[src/rtl/hsd_pkg.sv]
// Shared types and constants for the hash set deduplicator.
package hsd_pkg;

  localparam int VALUE_W     = 32;
  localparam int HASH_BITS_W = 4;
  localparam int K_W         = 5;
  localparam int EPOCH_W     = 8;

  localparam logic [HASH_BITS_W-1:0] HASH_BITS_RST = 4'd10;
  localparam logic [VALUE_W-1:0]     HASH_MULT     = 32'h9E37_79B1;
  localparam logic [VALUE_W-1:0]     VALUE_MIN     = 32'h8000_0000;
  localparam logic [EPOCH_W-1:0]     EPOCH_FIRST   = 8'd1;
  localparam logic [EPOCH_W-1:0]     EPOCH_LAST    = 8'hFF;
  localparam logic [EPOCH_W-1:0]     EPOCH_NONE    = 8'd0;

  localparam logic STATUS_STORED = 1'b0;
  localparam logic STATUS_FULL   = 1'b1;

  typedef enum logic [2:0] {
    ST_WIPE,
    ST_IDLE,
    ST_HASH,
    ST_HOME,
    ST_PROBE,
    ST_EMIT
  } state_e;

endpackage

[src/rtl/hsd_hash.sv]
// Multiplicative hash: registered product, then shift down to the home slot; the minimum value maps to slot 0.
module hsd_hash
  import hsd_pkg::*;
#(
  parameter int SLOT_W = 10
) (
  input  logic               clk_i,
  input  logic [VALUE_W-1:0] value_i,
  input  logic [K_W-1:0]     k_i,
  output logic [SLOT_W-1:0]  home_o
);

  logic [VALUE_W-1:0] prod_q;
  logic               is_min_q;
  logic [5:0]         shamt;
  logic [VALUE_W-1:0] shifted;

  always_ff @(posedge clk_i) begin
    prod_q   <= value_i * HASH_MULT;
    is_min_q <= (value_i == VALUE_MIN);
  end

  assign shamt   = 6'd32 - 6'(k_i);
  assign shifted = prod_q >> shamt;
  assign home_o  = is_min_q ? '0 : shifted[SLOT_W-1:0];

endmodule

[config.mk]
export PLATFORM = sky130hd
export DESIGN_NAME = hsd_hash
export DESIGN_NICKNAME = d
export VERILOG_FILES = /design/src/rtl/hsd_pkg.sv /design/src/rtl/hsd_hash.sv
export SDC_FILE = /design/constraint.sdc
export NUM_CORES = 1
export LEC_CHECK = 0
export BUFFER_PORTS_ARGS = -buffer_cell sky130_fd_sc_hd__buf_2
export CORE_MARGIN = 3
export CORE_UTILIZATION = 59
export CTS_BUF_LIST = sky130_fd_sc_hd__clkbuf_16
export DETAILED_ROUTE_END_ITERATION = 6
export HOLD_SLACK_MARGIN = 0.1
export PLACE_DENSITY = 0.78
export SLEW_MARGIN = 5
export SYNTH_ARGS = -nofsm -noshare
export SYNTH_HDL_FRONTEND = slang
export SYNTH_SLANG_ARGS = --single-unit
[constraint.sdc]
create_clock -name clk_i -period 6.6 [get_ports clk_i]
set_clock_uncertainty 0.05 [all_clocks]
set_input_delay 0.99 -clock clk_i [delete_from_list [all_inputs] [get_ports clk_i]]
set_output_delay 0.99 -clock clk_i [all_outputs]
set_load 0.01 [all_outputs]
Word-level counts from Yosys, hierarchy flattened

Index checks and enable logic that the tools add are counted.

Output and inout port bits: 10
Input port bits: 38
Register bits: 33
Word-level logic and storage cells: 7

Shifts and indexed selects: 1
Equality and inequality tests: 1
Add/sub/neg operators: 1
Multiply operators: 1
Muxes and demuxes: 1

Operator list:

| kind                     | count |
|---|---|
| $eq A32 B32 Y1 const B   | 1 |
| $mul A32 B32 Y32 const B | 1 |
| $shr A32 B6 Y10          | 1 |
| $mux W10                 | 1 |
| $sub A6 B5 Y6 const A    | 1 |

Longest topological paths before layout

Depth in word-level cells: 3
Gate-level depth with buffers: 25
Depth with buffers taken out: 25

Worst setup path before layout

OpenSTA, ideal clock, no wires.

Kind: input-to-reg
From: in value_i[4]
To: reg prod_q[29]
Arrival time: 6.932 ns
Setup slack: -0.454 ns
Path buffers: 0
Cell stages on the path: 24
Setup time: 0.072 ns
Required time: 6.478 ns
Path through: inv_1 -> fa_1 -> inv_1 -> fa_1 -> fa_1 -> inv_1 -> fa_1 -> inv_1 -> fa_1 -> inv_1 -> fa_1 -> inv_1 -> fa_1 -> inv_1 -> fa_1 -> inv_1 -> ha_1 -> nand4_1 -> nor2_1 -> a221o_1 -> o311a_4 -> a211o_1 -> a21oi_2 -> xnor2_1

Cells in the longest elaborated chain, start to end: 1

RTL lines:

| item                   | RTL line       | source |
|---|---|---|
| start: declaration     | hsd_hash.sv:8  | `input logic [VALUE_W-1:0] value_i,` |
| $mul A32 B32 Y32       | hsd_hash.sv:19 | `prod_q <= value_i * HASH_MULT;` |
| end signal: assignment | hsd_hash.sv:19 |  |
| end: declaration       | hsd_hash.sv:13 | `logic [VALUE_W-1:0] prod_q;` |

Every way passes these cells.

Final worst setup path

Ends and elaborated chain as after synthesis.

==> impl_metrics.json <==
{
  "status": "finished with violations",
  "violations": "setup timing",
  "synthArstFlopShare_pct": 0,
  "ant_nets": 0,
  "critPathBufInv": 9,
  "timing_worst_setup_path_type": "in2reg",
  "finalSetupViolCount": 9,
  "synth_seq_cells": 33,
  "yosys_warnings": 0,
  "grt_util_met2_pct": 52.0,
  "synth_area_um2": 11000,
  "maxCapViolations": 0,
  "dp_hpwl_um": 24900,
  "die-area_um2": 20400,
  "hold_path.class": "in2reg",
  "grt_pass1_vias": 9099,
  "synthCells": 1081,
  "arrival_ps": 7080,
  "cts_tree": "built",
  "fp-row-count": 49,
  "drive_gt1_share_pct": 21.4,
  "start_util_pct": 60.7,
  "dr.pass1.iters": 5,
  "drt_iter0_drc": 312,
  "cts_inserted_buffers": 5,
  "slowest_stage": "fa_1",
  "routedWlPerCell_um": 18.6,
  "utilization_pct": 70.9,
  "endpoint": "prod_q[29]",
  "synth_flop_cell": "dfxtp_1",
  "htree_levels": 2,
  "antenna_found_initial": 1,
  "place.gp.congestion": 0.953,
  "avgSynthCellArea_um2": 10.2,
  "setup_slack_ps": -329,
  "drc": 0,
  "final_hold_viol_count": 0,
  "startpoint_type": "input pin",
  "die_x_um": 143,
  "crit_path_end_kind": "register",
  "timing.critical_path.slowest_cell_delay_ps": 520,
  "rsz0062_at_grt": "true",
  "overflow": 0,
  "post-route-period-util_pct": 105,
  "drv_slew": 0,
  "use_met1_pct": 34.2,
  "syn-num-nets": 1521,
  "cts_num_sinks": 33,
  "met3_usage_pct": 3.95,
  "worstMarginPinSlew_ps": 1170,
  "root_buffer": "clkbuf_16",
  "drt_wl_total_um": 27900,
  "layout_min_cycle_time_ps": 6930,
  "ys_seq_area_share_pct": 5.98,
  "cp_num_cells": 25,
  "die_h_um": 143,
  "fmax_mhz": 144,
  "critical-path-top-delay-family": "adder cells",
  "cts_hold_buf": 0,
  "place.port_buffers": 47,
  "clk_pin_slew_ps": 50,
  "area_growth_pct": 16.8,
  "slew_headroom_pct": 21.8,
  "yosysUniqueCellTypes": 54,
  "grtUsageTotal_pct": 29.0,
  "nNetsFinal": 1705,
  "coreArea_um2": 18200,
  "synth_edf_count": 0,
  "startpoint": "value_i[4]",
  "crit_top_cell": "fa_1",
  "vias": 8037,
  "grt_pass1_wl_um": 45100,
  "crit_path_max_fanout": 4,
  "ios": 48,
  "vias_per_cell": 5.38,
  "cts_buffer_depth": 2,
  "required_ps": 6750,
  "grt_busiest_layer": "met2",
  "grt_max_degree": 37,
  "n_antenna_cell": 0
}
final cells by class:
class	instances	area [um^2]
Inverter	348	1310
Tap cell	229	287
Clock inverter	3	13.8
Sequential cell	33	661
Clock buffer	5	125
Multi-Input combinational cell	687	9160
Timing Repair Buffer	190	1350
Fill cell	1296	5310
registers in the layout, summed over array words and instances (netlist names):
register,flops
prod_q,32
is_min_q,1
cells in the final DEF (no fill, tap or decap), types with 3 or more instances in the layout:
master     netlist  final
inv_1          348    341
fa_1           204    202
ha_1           198    194
buf_4            1    140
xnor2_1         49     49
buf_2            6     44
dfxtp_1         33     33
mux4_2          32     32
nor2_1          29     28
nand2_1         27     27
a21oi_1         26     21
mux2i_1         19     19
o21ai_0         13     12
xor2_1          11     11
a21o_1           8      8
inv_2            0      7
a211oi_1         9      7
nor3_1           8      7
a21oi_2          2      6
nand3_1          5      5
clkbuf_16        0      5
ha_4             0      4
buf_6            1      4
o21a_1           3      3
nand4_1          3      3
o211ai_1         3      3
per-layer routing:
layer  up-vias  wire (um)
met4         2       1610
li1       3720          -
met3        89       1460
met2       261      14200
met5         -          7
met1      3965      10600
kinds of logic (layout without fill, tap and decap cells):
group | count (synthesis) | in the layout | synth area share, %
simple gates | 91 | 91 | 3.95
flops | 33 | 33 | 5.98
mux | 52 | 52 | 8.35
compound gates | 81 | 81 | 5.01
xor+xnor | 61 | 61 | 4.90
buf+inv | 361 | 546 | 12.4
fa+ha+maj | 402 | 402 | 59.4
metrics by stage:
step                      TNS [ps]  cells  hold WS [ps]  setup WS, ps  instance area (um^2)
after floorplan              -1240   1081           968          -271                 11100
after global placement       -3610   1483          1320          -541                 12600
after detailed placement     -5590   1483          1350          -752                 12600
after CTS                    -1360   1491          1060          -289                 12800
after global routing         -3630   1495          1080          -526                 12900
final                        -1860   1495          1070          -329                 12900
timing repair:
| action | 4_1_cts | 5_1_grt |
|---|---|---|
| setup endpoints to repair | 8 | 12 |
| buffers inserted | 0 | 4 |
| pin swaps | 10 | 19 |
| gates resized for setup | 15 | 21 |
how the worst min path moves through the flow:
stage | startpoint | endpoint | slack [ps] | cells after the start
6_report | value_i[0] | prod_q[0] | 1070 | 2
5_1_grt | value_i[0] | prod_q[0] | 1080 | 2
4_1_cts | value_i[30] | is_min_q | 1060 | 4
3_5_place_dp | value_i[30] | is_min_q | 1350 | 4
3_3_place_gp | value_i[30] | is_min_q | 1320 | 4
2_1_floorplan | value_i[0] | prod_q[0] | 970 | 0
cell usage after synthesis, types with 9 or more instances:
cell / instances / area share [%]
a211oi_1: 9 / 0.61
a21oi_1: 26 / 1.2
dfxtp_1: 33 / 6.0
fa_1: 204 / 37
ha_1: 198 / 22
inv_1: 348 / 12
mux2i_1: 19 / 1.7
mux4_2: 32 / 6.5
nand2_1: 27 / 0.92
nor2_1: 29 / 0.99
o21ai_0: 13 / 0.59
xnor2_1: 49 / 3.9
xor2_1: 11 / 0.87
Power is not shown: default switching activity piles up to over one toggle a cycle in this logic, so the estimate is an artifact.
